==> config.mk <==
export PLATFORM = sky130hd
export DESIGN_NAME = linear_key_value_table_unit
export DESIGN_NICKNAME = d
export VERILOG_FILES = /design/src/hw/rtl/lkvt_pkg.sv /design/src/hw/rtl/linear_key_value_table_unit.sv
export SDC_FILE = /design/constraint.sdc
export NUM_CORES = 1
export LEC_CHECK = 0
export BUFFER_PORTS_ARGS = -buffer_cell sky130_fd_sc_hd__buf_4
export CAP_MARGIN = 40
export CORE_MARGIN = 2
export CORE_UTILIZATION = 45
export DETAILED_ROUTE_END_ITERATION = 8
export HOLD_SLACK_MARGIN = 0.12
export MAX_ROUTING_LAYER = met4
export PLACE_DENSITY_LB_ADDON = 0.12
export SLEW_MARGIN = 20
export SYNTH_ARGS = -nofsm -noshare
export SYNTH_HDL_FRONTEND = slang
export SYNTH_SLANG_ARGS = --single-unit
==> constraint.sdc <==
create_clock -name clk -period 3.95 [get_ports clk]
set_input_delay 0.79 -clock clk [delete_from_list [all_inputs] [get_ports clk]]
set_output_delay 0.79 -clock clk [all_outputs]
set_load 0.03 [all_outputs]
==> src/hw/rtl/lkvt_pkg.sv <==
// ----------------------------------------------------------------------------
// lkvt_pkg
// Shared types and constants for the linear key/value table: request and
// response words, operation and status codes, field widths.
// ----------------------------------------------------------------------------
package lkvt_pkg;

	// Field widths of the request and response words, and the default table size
	localparam int KEY_BITS    = 32;
	localparam int VALUE_BITS  = 32;
	localparam int COUNT_BITS  = 5;
	localparam int DEF_ENTRIES = 16;

	// Operation codes; code three is unused and changes nothing
	typedef enum logic [1:0] {
		OP_DEFINE = 2'd0,
		OP_LOOKUP = 2'd1,
		OP_DELETE = 2'd2
	} op_t;

	// Response status codes
	typedef enum logic [1:0] {
		ST_OK        = 2'd0,
		ST_NOT_FOUND = 2'd1,
		ST_FULL      = 2'd2
	} status_t;

	// Request word
	typedef struct packed {
		op_t                   operation;
		logic [KEY_BITS-1:0]   key;
		logic [VALUE_BITS-1:0] value;
	} lkvt_req_t;

	// Response word
	typedef struct packed {
		logic                  found;
		logic [VALUE_BITS-1:0] read_value;
		status_t               status;
		logic [COUNT_BITS-1:0] entry_count;
	} lkvt_rsp_t;

endpackage

==> src/hw/rtl/linear_key_value_table_unit.sv <==
// ----------------------------------------------------------------------------
// linear_key_value_table_unit
// Sequence: a request word is accepted in IDLE; SCAN reads every entry in
//   turn, DRAIN takes the last registered read, and DONE writes back once
//   the output register can take the response. A new request word is taken
//   only in IDLE, after the previous one has been written back.
// Reset: a clearing pass marks every slot free; req_stall stays high until
//   it ends.
// Bounded key/value table with unique keys. Keys with a valid bit live in
// one synchronous memory, values in another; every operation scans all
// slots, then writes back at most one slot.
// ----------------------------------------------------------------------------
module linear_key_value_table_unit
	import lkvt_pkg::*;
#(
	parameter int ENTRIES = DEF_ENTRIES
) (
	input  logic      clk,
	input  logic      arst_n,
	input  logic      req_valid,
	output logic      req_stall,
	input  lkvt_req_t req,
	output logic      rsp_valid,
	input  logic      rsp_stall,
	output lkvt_rsp_t rsp
);

	localparam int AW = $clog2(ENTRIES);
	localparam int CW = $clog2(ENTRIES + 1);
	localparam logic [AW-1:0] LAST_ADDR = AW'(ENTRIES - 1);

	typedef enum logic [2:0] {
		S_CLEAR,
		S_IDLE,
		S_SCAN,
		S_DRAIN,
		S_DONE
	} state_t;

	state_t              state_q;
	logic [AW-1:0]       addr_q;
	logic [CW-1:0]       count_q;
	lkvt_req_t           req_q;
	logic                hit_q;
	logic [AW-1:0]       hit_idx_q;
	logic [VALUE_BITS-1:0] hit_val_q;
	logic                free_q;
	logic [AW-1:0]       free_idx_q;
	logic                rsp_valid_q;
	lkvt_rsp_t           rsp_q;

	// Read pipeline
	logic                  rd_vld_s1;
	logic [AW-1:0]         rd_idx_s1;
	logic [KEY_BITS:0]     key_rd_s1;
	logic [VALUE_BITS-1:0] val_rd_s1;

	// Memories: key memory carries the valid bit at the top
	logic [KEY_BITS:0]     key_mem [ENTRIES];
	logic [VALUE_BITS-1:0] val_mem [ENTRIES];

	logic                  key_we;
	logic [AW-1:0]         key_waddr;
	logic [KEY_BITS:0]     key_wdata;
	logic                  val_we;
	logic [AW-1:0]         val_waddr;
	logic                  done_fire;
	logic                  rd_match;
	logic                  rd_free;
	logic [CW-1:0]         count_nxt;
	lkvt_rsp_t             rsp_nxt;

	assign req_stall = (state_q != S_IDLE);
	assign rsp_valid = rsp_valid_q;
	assign rsp       = rsp_q;

	// Result can leave when the output register is empty or being drained
	assign done_fire = (state_q == S_DONE) && (!rsp_valid_q || !rsp_stall);

	// Compare of the word read back
	assign rd_match = rd_vld_s1 && key_rd_s1[KEY_BITS] && (key_rd_s1[KEY_BITS-1:0] == req_q.key);
	assign rd_free  = rd_vld_s1 && !key_rd_s1[KEY_BITS];

	// Write-back decision and response word
	always_comb begin
		logic [CW+COUNT_BITS-1:0] cnt_ext;
		key_we    = 1'b0;
		key_waddr = addr_q;
		key_wdata = '0;
		val_we    = 1'b0;
		val_waddr = hit_idx_q;
		count_nxt = count_q;
		rsp_nxt   = '0;
		rsp_nxt.found = hit_q;
		rsp_nxt.status = ST_OK;
		if (state_q == S_CLEAR) begin
			key_we = 1'b1;
		end
		case (req_q.operation)
			OP_DEFINE: begin
				if (hit_q) begin
					val_we = done_fire;
				end else if (free_q) begin
					key_we    = done_fire;
					key_waddr = free_idx_q;
					key_wdata = {1'b1, req_q.key};
					val_we    = done_fire;
					val_waddr = free_idx_q;
					count_nxt = count_q + CW'(1);
				end else begin
					rsp_nxt.status = ST_FULL;
				end
			end
			OP_LOOKUP: begin
				if (hit_q) begin
					rsp_nxt.read_value = hit_val_q;
				end else begin
					rsp_nxt.status = ST_NOT_FOUND;
				end
			end
			OP_DELETE: begin
				if (hit_q) begin
					key_we    = done_fire;
					key_waddr = hit_idx_q;
					key_wdata = {1'b0, req_q.key};
					count_nxt = count_q - CW'(1);
				end else begin
					rsp_nxt.status = ST_NOT_FOUND;
				end
			end
			default: begin
			end
		endcase
		cnt_ext = {{COUNT_BITS{1'b0}}, count_nxt};
		rsp_nxt.entry_count = cnt_ext[COUNT_BITS-1:0];
	end

	// Memory ports: one write and one registered read per cycle each
	always_ff @(posedge clk) begin
		if (key_we) begin
			key_mem[key_waddr] <= key_wdata;
		end
		key_rd_s1 <= key_mem[addr_q];
	end

	always_ff @(posedge clk) begin
		if (val_we) begin
			val_mem[val_waddr] <= req_q.value;
		end
		val_rd_s1 <= val_mem[addr_q];
	end

	// Sequencer: clearing pass, scan, write-back and output register
	always_ff @(posedge clk or negedge arst_n) begin
		if (!arst_n) begin
			state_q     <= S_CLEAR;
			addr_q      <= '0;
			count_q     <= '0;
			req_q       <= '0;
			hit_q       <= 1'b0;
			hit_idx_q   <= '0;
			hit_val_q   <= '0;
			free_q      <= 1'b0;
			free_idx_q  <= '0;
			rd_vld_s1   <= 1'b0;
			rd_idx_s1   <= '0;
			rsp_valid_q <= 1'b0;
			rsp_q       <= '0;
		end else begin
			rd_vld_s1 <= (state_q == S_SCAN);
			rd_idx_s1 <= addr_q;
			// Output register: load on write-back, empty when taken
			if (done_fire) begin
				rsp_q       <= rsp_nxt;
				rsp_valid_q <= 1'b1;
			end else if (rsp_valid_q && !rsp_stall) begin
				rsp_valid_q <= 1'b0;
			end
			// Track lowest matching and lowest free slot
			if (rd_match && !hit_q) begin
				hit_q     <= 1'b1;
				hit_idx_q <= rd_idx_s1;
				hit_val_q <= val_rd_s1;
			end
			if (rd_free && !free_q) begin
				free_q     <= 1'b1;
				free_idx_q <= rd_idx_s1;
			end
			unique case (state_q)
				S_CLEAR: begin
					if (addr_q == LAST_ADDR) begin
						addr_q  <= '0;
						state_q <= S_IDLE;
					end else begin
						addr_q <= addr_q + AW'(1);
					end
				end
				S_IDLE: begin
					if (req_valid) begin
						req_q   <= req;
						hit_q   <= 1'b0;
						free_q  <= 1'b0;
						addr_q  <= '0;
						state_q <= S_SCAN;
					end
				end
				S_SCAN: begin
					if (addr_q == LAST_ADDR) begin
						addr_q  <= '0;
						state_q <= S_DRAIN;
					end else begin
						addr_q <= addr_q + AW'(1);
					end
				end
				S_DRAIN: begin
					state_q <= S_DONE;
				end
				S_DONE: begin
					if (done_fire) begin
						count_q <= count_nxt;
						state_q <= S_IDLE;
					end
				end
				default: begin
					state_q <= S_IDLE;
				end
			endcase
		end
	end

`ifndef NO_ASSERTIONS
	// Count never goes past the table size
	a_count_bound: assert property (@(posedge clk) disable iff (!arst_n)
		count_q <= CW'(ENTRIES))
		else $error("entry count above table size");

	// No write-back while the scan reads the memories
	a_no_write_in_scan: assert property (@(posedge clk) disable iff (!arst_n)
		(state_q == S_SCAN || state_q == S_DRAIN) |-> (!key_we && !val_we))
		else $error("memory write during scan");

	// A new response only comes out of the write-back step
	a_rsp_from_done: assert property (@(posedge clk) disable iff (!arst_n)
		$rose(rsp_valid_q) |-> $past(state_q == S_DONE))
		else $error("response without write-back");

	// A full status is only reported for a full table
	a_full_status: assert property (@(posedge clk) disable iff (!arst_n)
		(rsp_valid_q && rsp_q.status == ST_FULL) |-> (count_q == CW'(ENTRIES)))
		else $error("full status with free slots");
`endif

endmodule
==> run summary, run 1 <==
Run status -> completed
Final Max Tran Viols -> 0
Core box area -> 0.105 mm2
Clock transition at path regs -> 0.06 ns
Min-Delay Path Class -> primary input to register
Initial antenna violation count -> 2
Hpwl dp -> 62,500 um
Leakage -> 18.6 nW
Slew HR -> 43.5%
Final wirelength -> 109,000 um
Clk buf depth -> 3
RSZ-0062 raised after global routing -> false
Power per cell area -> 771 mW/mm2
Peak VDD IR -> 0.470 mV
Cell count after placement -> 3,602
Synth Flop Type -> edfxtp_1
Synth async-reset ratio -> 13.1%
Layout Cells excl Fill -> 3,845
Final core utilization -> 52.5%
Synth warn -> 0
Gpl congestion -> 0.814
GRT overflow -> 0
Post-DP Area -> 0.0510 mm2
Routed vias/inst -> 5.72
Die height -> 329 um
EDFF count, synth -> 1,040
Period minus WS final -> 3.57 ns
Avg WL per Cell -> 28.4 um
Final Instance Area -> 0.0551 mm2
Largest net degree at the start of global routing -> 164
Worst hold stages -> 2
Cells after Synth -> 2,127
Synthesized area per cell -> 22.4 um2
Synth Net Count -> 2,204
Startpoint Class -> register
Placement Setup Slack -> 0.451 ns
NetSw -> 12.6 mW
Global-route wire length before repair -> 161,000 um
Share of layout cells above drive strength 1 -> 34.6%
Seq pwr share -> 46.8%
Routed vias -> 22,000
Die X -> 329 um
Post-CTS Setup Bufs -> 0
Number of global-route vias before repair -> 23,200
Critical path arrival -> 4.00 ns
CP Capture Type -> register
Fmax -> 0.280 GHz
Inserted Clock Buffers -> 133
Tot GR Track Use -> 21.3%
Register area share after synthesis -> 77.0%
Die area -> 0.108 mm2
Post-route worst setup slack -> 0.379 ns
Synth Register Bits -> 1,271
Setup TNS Final -> 0 ns
Worst Setup Path Type -> register to register
Max-Cap Viols -> 0
Setup violators final -> 0
CTS tree -> done
Layout area overhead -> 15.7%
Clk sinks -> 1,271
Slew @ Worst Pin -> 0.847 ns
Crit-path max FO -> 21
CTS root buffer -> clkbuf_16
Row Count -> 119
Worst r2r path cells -> 9
Post-Syn Area -> 0.0476 mm2
Crit share post-route -> 90.4%
DR DRC count -> 0
WP data required -> 4.38 ns
Nets -> 2,425
CTS Hold Buffers Added -> 1
Clock Power Share -> 28.0%
Skew final -> 0.0276 ns
Switching Fraction -> 29.6%
Combinational power share -> 25.3%
Antenna cells -> 0
Num ports -> 112
PortBufs -> 111
First DRT Iteration DRCs -> 2,053
Final Hold Viols -> 0
Internal power -> 29.9 mW
Clock latency on the worst-skew pair -> 0.72 ns
Library cells used by synthesis -> 53
Starting Density -> 45.3%
Post-route ant nets -> 0
Pre-antenna DRT Iters -> 5
Resize count post-CTS -> 0
H-tree depth -> 4
## path summary, 6_finish.rpt
check | startpoint | endpoint | slack, ns
max | req_q[65] | val_mem[10][20] | 0.38
min | req[37] | req_q[37] | 0.30
max reg2reg | req_q[65] | val_mem[10][20] | 0.38
min reg2reg | val_rd_s1[24] | hit_val_q[24] | 0.46
max in group asynchronous | arst_n | addr_q[2] | 2.46
min in group asynchronous | arst_n | req_q[15] | 0.54
## layout by cell type (no fill, tap or decap), drive strengths merged, types with 24 or more instances in the layout
cell,count
dfxtp,65
mux2,102
mux4,325
and2,35
clkinv,56
dfrtp,166
edfxtp,1040
buf,191
a22o,33
o21ai,24
clkbuf,173
nor2,43
nand2,34
xor2,32
## kinds of logic after synthesis
logic type / count (synthesis) / synth area share (%)
XOR/XNOR: 35 / 0.643
multiplexers: 428 / 17.8
AND/OR/NAND/NOR: 159 / 1.74
adder cells (fa/ha/maj): 7 / 0.184
buffers and inverters: 122 / 1.10
flip-flops: 1271 / 77.0
AO/OA/AOI/OAI: 105 / 1.54
## cell type report
class | instances | area, um2
Fill cell | 8195 | 50000
Inverter | 15 | 56.3
Sequential cell | 1271 | 36700
Clock inverter | 69 | 547
Timing Repair Buffer | 193 | 1820
Multi-Input combinational cell | 734 | 10700
Tap cell | 1391 | 1740
Clock buffer | 172 | 3600
## stage by stage
stage | total power [mW] | hold WS (ns)
floorplan | 26.7 | 0.352
global placement | 30.9 | 0.435
detailed placement | 31.2 | 0.448
CTS | 43.2 | 0.226
global route | 44.4 | 0.254
finish | 42.5 | 0.297
## flip-flops by register name (all words and copies together), names as in the netlist, 5 cells and up
register,flops
rsp,40
count_q,5
val_rd_s1,32
key_rd_s1,33
val_mem,512
key_mem,528
hit_val_q,32
req_q,66
## per-layer routing
layer | global-route usage (%) | share of wire (%)
met1 | 29.1 | 44
met2 | 33.4 | 49
met3 | 3.55 | 4.8
met4 | 6.06 | 2.4
met5 | - | 0
## synth_stat cells, drive strengths merged, types with 3 or more instances
cell / count / share of area (%)
nor3b: 4 / 0.063
a31oi: 5 / 0.066
and2: 35 / 0.46
xor2: 32 / 0.59
nor3: 4 / 0.042
a221oi: 4 / 0.074
dfxtp: 65 / 2.7
inv: 14 / 0.11
buf: 39 / 0.44
and3: 3 / 0.039
nor2: 43 / 0.34
ha: 7 / 0.18
a22o: 33 / 0.61
mux2: 102 / 2.4
nor4: 7 / 0.12
o21ai: 24 / 0.25
nand4: 7 / 0.092
nand2: 34 / 0.27
nand2b: 3 / 0.039
edfxtp: 1040 / 66
a21oi: 17 / 0.18
xnor2: 3 / 0.055
clkbuf: 68 / 0.54
dfrtp: 166 / 8.7
mux4: 325 / 15
o21a: 5 / 0.079
a21o: 3 / 0.047
nand3: 7 / 0.074
nand3b: 3 / 0.047
## critical path: stages (launching register included)
cell      delay, ns
dfrtp_1        0.41
inv_1          0.12
ha_1           0.41
nand2_1        0.13
clkinv_1       0.08
buf_4          0.23
mux2i_1        0.34
nand4_1        0.61
nor2_4         0.70
buf_12         0.23
## power groups by stage
stage               clock, mW  sequential, mW  combinational (mW)
floorplan                   0            19.4                7.34
global placement            0            20.1                10.9
detailed placement          0            20.2                11.0
CTS                      12.2            19.9                11.0
global route             12.7            20.2                11.5
finish                   11.9            19.9                10.7
Power figures use the tool's default switching activity.
==> run 2, diff against run 1 <==
==> constraint.sdc (replaced) <==
create_clock -name clk -period 3.95 [get_ports clk]
set_input_delay 0.1975 -clock clk [delete_from_list [all_inputs] [get_ports clk]]
set_output_delay 0.1975 -clock clk [all_outputs]
set_load 0.03 [all_outputs]
==> run 2 against run 1 <==
Against the previous run: clock-buffer cell count grew 19; utilization grew 0.99 points; hold slack lost 0.066 ns; first-iteration DRC count shrank 11%; fmax shrank 2.2%; worst setup slack lost 0.079 ns; non-clock buffer count grew 82; total power grew 1.6%; sequential cell count is the same; critical path depth shrank 1; final area grew 1.9%.
==> run summary, run 2 (synthesis results as in run 1) <==
Run status -> completed
Die X -> 329 um
Met3 Use GR -> 3.35%
Max reg flops -> 528
Gpl congestion -> 0.798
Number of global-route vias before repair -> 23,400
Startpoint Class -> register
Layout area overhead -> 17.9%
Critical path arrival -> 4.06 ns
Crit Reg-Reg Startpoint -> req_q[64]
Crit share post-route -> 92.4%
Commonest cells after routing, fill and taps aside -> edfxtp_1 (1,040), mux4_2 (325), buf_4 (170), dfrtp_1 (162), clkbuf_16 (140)
Period minus WS final -> 3.65 ns
Inserted Clock Buffers -> 135
Worst hold endpoint -> req_q[12]
Clk sinks -> 1,271
Final wirelength -> 109,000 um
Slew HR -> 40.5%
Footprint of the multi-input gates -> 0.0107 mm2
Avg WL per Cell -> 27.7 um
Share of layout cells above drive strength 1 -> 33.7%
Number of fill cells in the layout -> 8,160
Met1 GRT Util -> 29.5%
Antenna cells -> 0
Biggest regs -> key_mem: 528 flops, val_mem: 512 flops, req_q: 66 flops
Hpwl dp -> 63,400 um
Cell count after placement -> 3,608
DR DRC count -> 0
Power per cell area -> 769 mW/mm2
Most common cell after layout, fill and taps aside -> edfxtp_1
Starting Density -> 45.3%
CTS tree -> done
First DRT Iteration DRCs -> 1,821
Placement Setup Slack -> 0.390 ns
Worst r2r path cells -> 8
Pre-antenna DRT Iters -> 5
Core box area -> 0.105 mm2
Post-route worst setup slack -> 0.300 ns
Setup violators final -> 0
Global-route wire length before repair -> 162,000 um
Crit-path max FO -> 23
Peak VDD IR -> 0.615 mV
GRT overflow -> 0
Clock latency on the worst-skew pair -> 0.74 ns
Resize count post-CTS -> 0
Die area -> 0.108 mm2
Worst hold stages -> 3
Max-Cap Viols -> 0
Nets -> 2,509
RSZ-0062 raised after global routing -> false
Post-route ant nets -> 0
Worst Setup Path Type -> register to register
Register name with the most flops -> key_mem
Routed vias -> 22,300
Final Hold Viols -> 0
Largest net degree at the start of global routing -> 161
Final Max Tran Viols -> 0
GR Util met2 -> 33.2%
Skew final -> 0.0246 ns
CP Capture Type -> register
Layout Cells excl Fill -> 3,935
Worst reg2reg setup slack -> 0.30 ns
Routed vias/inst -> 5.67
Initial antenna violation count -> 3
PortBufs -> 111
H-tree depth -> 4
Tot GR Track Use -> 21.3%
Row Count -> 119
WP data required -> 4.36 ns
Clock transition at path regs -> 0.06 ns
Leakage -> 19.0 nW
Die height -> 329 um
Reg area -> 0.0367 mm2
Slew @ Worst Pin -> 0.892 ns
Min-delay src -> req[12]
Tot Pwr -> 43.2 mW
Post-CTS Setup Bufs -> 0
Num ports -> 112
Setup TNS Final -> 0 ns
Clk buf depth -> 3
Fmax -> 0.274 GHz
CTS root buffer -> clkbuf_16
Reg-to-Reg End -> key_mem[6][23]
Top Usage Layer GRT -> met2
Min-Delay Path Class -> primary input to register
## run 2: changes by cell type in the layout (fill, tap and decap cells not counted), moves of 4 or more
cell / before / now
buf_4: 163 / 170
clkinv_1: 21 / 15
dlygate4sd3_1: 1 / 76
clkbuf_1: 31 / 43
clkinv_2: 31 / 16
clkbuf_8: 5 / 9
## run 2: worst max-delay path, stage by stage (launching register included)
cell      delay (ns)
dfrtp_1         0.41
inv_1           0.11
ha_1            0.48
or4bb_1         0.63
and2_1          0.23
a221oi_1        0.41
nand2_1         0.32
nor2_4          0.42
buf_12          0.27
## run 2: where the power goes
| part | switching, mW | internal [mW] |
|---|---|---|
| sequential | 1.56 | 18.2 |
| clock | 5.19 | 7.15 |
| combinational | 6.10 | 5.01 |
## run 2: cell type report
cell class	count	share of cell area [%]
clock buffers	191	6.72
clock inverters	58	1.07
inverters	15	0.100
multi-input cells	734	19.0
flip-flops and latches	1271	65.3
well taps	1391	3.10
repair buffers	275	4.68
## run 2: per-layer routing
metal,vias to the layer above,wire length (um)
met4,0,2300
met5,-,0
li1,9437,-
met1,12100,48300
met2,577,53600
met3,173,4950
## run 2: metrics by stage
stage | instance area [um2] | utilization (%) | hold WS [ns]
floorplan | 47600 | - | -0.0981
global placement | 50900 | 48.4 | 0.145
detailed placement | 51000 | 48.5 | 0.151
CTS | 56200 | 53.4 | 0.174
global route | 56200 | 53.5 | 0.221
finish | 56200 | 53.5 | 0.231
## run 2: timing repair
| item | CTS | global route |
|---|---|---|
| endpoints found under the setup margin | 0 | 0 |
| hold endpoints to repair | 244 | 0 |
| hold buffers | 77 | 0 |
## run 2: worst max-delay path by stage
stage	startpoint	end	slack, ns	cells after the start
2_1_floorplan	req_q[64]	key_mem[4][0]	0.24	9
3_3_place_gp	req_q[64]	key_mem[6][2]	0.42	8
3_5_place_dp	req_q[64]	key_mem[6][2]	0.39	8
4_1_cts	req_q[64]	key_mem[6][3]	0.35	8
5_1_grt	req_q[64]	key_mem[6][3]	0.12	8
6_report	req_q[64]	key_mem[6][23]	0.30	8
==> run 3, diff against run 2 <==
- BUFFER_PORTS_ARGS: -buffer_cell sky130_fd_sc_hd__buf_4 -> -buffer_cell sky130_fd_sc_hd__buf_2
==> run 3 against run 2 <==
Against the previous run: final area decreased by 1.0%; total power decreased by 0.43%; clock power about the same; largest power group unchanged; sequential cell count unchanged.
==> run summary, run 3 (synthesis results as in run 1) <==
Final Max Tran Viols -> 0
Critical path arrival -> 3.79 ns
H-tree depth -> 4
Die height -> 329 um
WP data required -> 4.31 ns
Largest net degree at the start of global routing -> 123
Peak VDD IR -> 0.510 mV
Num ports -> 112
CP Capture Type -> register
Setup crit start -> free_q
Share of layout cells above drive strength 1 -> 34.0%
Fmax -> 0.291 GHz
Setup violators final -> 0
Worst r2r path cells -> 9
Hpwl dp -> 65,400 um
Pre-antenna DRT Iters -> 5
Reg-to-Reg End -> key_mem[1][13]
CP max stage delay -> 0.50 ns
Crit path to -> key_mem[1][13]
Starting Density -> 45.3%
Clk buf depth -> 3
Initial antenna violation count -> 1
Skew final -> 0.0256 ns
Cell count along the critical path -> 9
Slowest stage cell, crit path -> nor2b_1
Startpoint Class -> register
Clk sinks -> 1,271
Number of global-route vias before repair -> 23,400
Worst reg2reg setup slack -> 0.51 ns
Die area -> 0.108 mm2
Die X -> 329 um
Period minus WS final -> 3.44 ns
Post-route ant nets -> 0
Setup TNS Final -> 0 ns
Number of fill cells in the layout -> 8,183
GRT overflow -> 0
Avg WL per Cell -> 28.0 um
RSZ-0062 raised after global routing -> false
Min-delay src -> req[47]
Gpl congestion -> 0.807
Run status -> completed
Leakage -> 18.9 nW
Row Count -> 119
CTS tree -> done
Final Hold Viols -> 0
Most common cell after layout, fill and taps aside -> edfxtp_1
PortBufs -> 111
Cell Chain, Critical Path -> nor2b_1, nand2_1, clkinv_1, buf_4, o211ai_1, a221oi_1, nand2_1, nor2_4, buf_4
Antenna cells -> 0
Core box area -> 0.105 mm2
Routed vias/inst -> 5.68
Layout area overhead -> 16.8%
Crit-path max FO -> 33
Nets -> 2,509
Register name with the most flops -> key_mem
Global-route wire length before repair -> 162,000 um
Clock latency on the worst-skew pair -> 0.74 ns
Final wirelength -> 110,000 um
CTS root buffer -> clkbuf_16
Tot Pwr -> 43.0 mW
Max-Cap Viols -> 0
Crit share post-route -> 87.0%
Inserted Clock Buffers -> 132
DR DRC count -> 0
First DRT Iteration DRCs -> 2,043
Biggest regs -> key_mem: 528 flops, val_mem: 512 flops, req_q: 66 flops
Slew @ Worst Pin -> 0.870 ns
Slew HR -> 42.0%
Routed vias -> 22,300
Power per cell area -> 774 mW/mm2
Clock transition at path regs -> 0.06 ns
Commonest cells after routing, fill and taps aside -> edfxtp_1 (1,040), mux4_2 (325), dfrtp_1 (162), clkbuf_16 (136), buf_2 (110)
Min-Delay Path Class -> primary input to register
Crit Reg-Reg Startpoint -> free_q
Worst Setup Path Type -> register to register
CP delay by family, top -> simple AND/OR/NAND/NOR gates
Tot GR Track Use -> 21.5%
Crit path buf inv count -> 3
Max reg flops -> 528
==> run 3: cell types whose count changed in the layout (fill, tap and decap cells not counted), moves of 3 or more <==
cell / delta
clkinv_2: +5
bufinv_16: +4
clkbuf_1: -10
clkinv_1: +7
buf_2: +110
clkbuf_16: -4
clkinv_4: -3
buf_12: -14
buf_4: -86
inv_16: -3
dlygate4sd3_1: -5
==> run 3: final cells by class <==
cell class | count | area (um2) | area share (%)
Tap cell | 1391 | 1740 | 3.13
Multi-Input combinational cell | 734 | 10700 | 19.2
Sequential cell | 1271 | 36700 | 66.0
Timing Repair Buffer | 278 | 2140 | 3.86
Clock inverter | 65 | 633 | 1.14
Clock buffer | 179 | 3660 | 6.59
Inverter | 15 | 56.3 | 0.101
==> run 3: worst min path at each step <==
stage / to / slack [ns] / cells after the start
floorplan: addr_q[0] / -0.1 / 0
global placement: hit_val_q[12] / 0.29 / 1
detailed placement: hit_val_q[12] / 0.30 / 1
CTS: req_q[36] / 0.18 / 4
global route: req_q[9] / 0.21 / 3
finish: req_q[47] / 0.22 / 4
==> run 3: power breakdown <==
group | switching [mW] | internal [mW]
Clock | 5.02 | 7.19
Combinational | 5.98 | 4.89
Sequential | 1.74 | 18.2
==> run 3: layer usage <==
metal / share of wire, % / global-route usage, % / up-vias
met2: 49 / 33.3 / 569
met1: 45 / 30.3 / 12200
met4: 1.8 / 5.12 / 0
met3: 4.5 / 3.34 / 138
met5: 0 / - / -
li1: - / - / 9434
==> run 3: tightest hold or removal path: cells and delay by family <==
| family | cells | cell delay, ns |
|---|---|---|
| AO/OA/AOI/OAI | 1 | 0.06 |
| buffers and inverters | 2 | 0.62 |
| AND/OR/NAND/NOR | 1 | 0.04 |
==> run 3: stage by stage <==
| step | util (%) | setup slack [ns] | hold slack [ns] | instances | instance area, um2 |
|---|---|---|---|---|---|
| after floorplan | - | 0.238 | -0.0981 | 2127 | 47600 |
| after global routing | 52.9 | 0.311 | 0.210 | 3933 | 55600 |
| final | 52.9 | 0.514 | 0.224 | 3933 | 55600 |
| after CTS | 52.9 | 0.522 | 0.176 | 3932 | 55600 |
| after global placement | 48.1 | 0.598 | 0.287 | 3611 | 50500 |
| after detailed placement | 48.1 | 0.535 | 0.295 | 3617 | 50600 |
==> run 3: timing repair <==
action	CTS	global route
buffers inserted	0	0
resized for setup	0	0
hold buffers	71	0
endpoints found under the hold margin	219	0
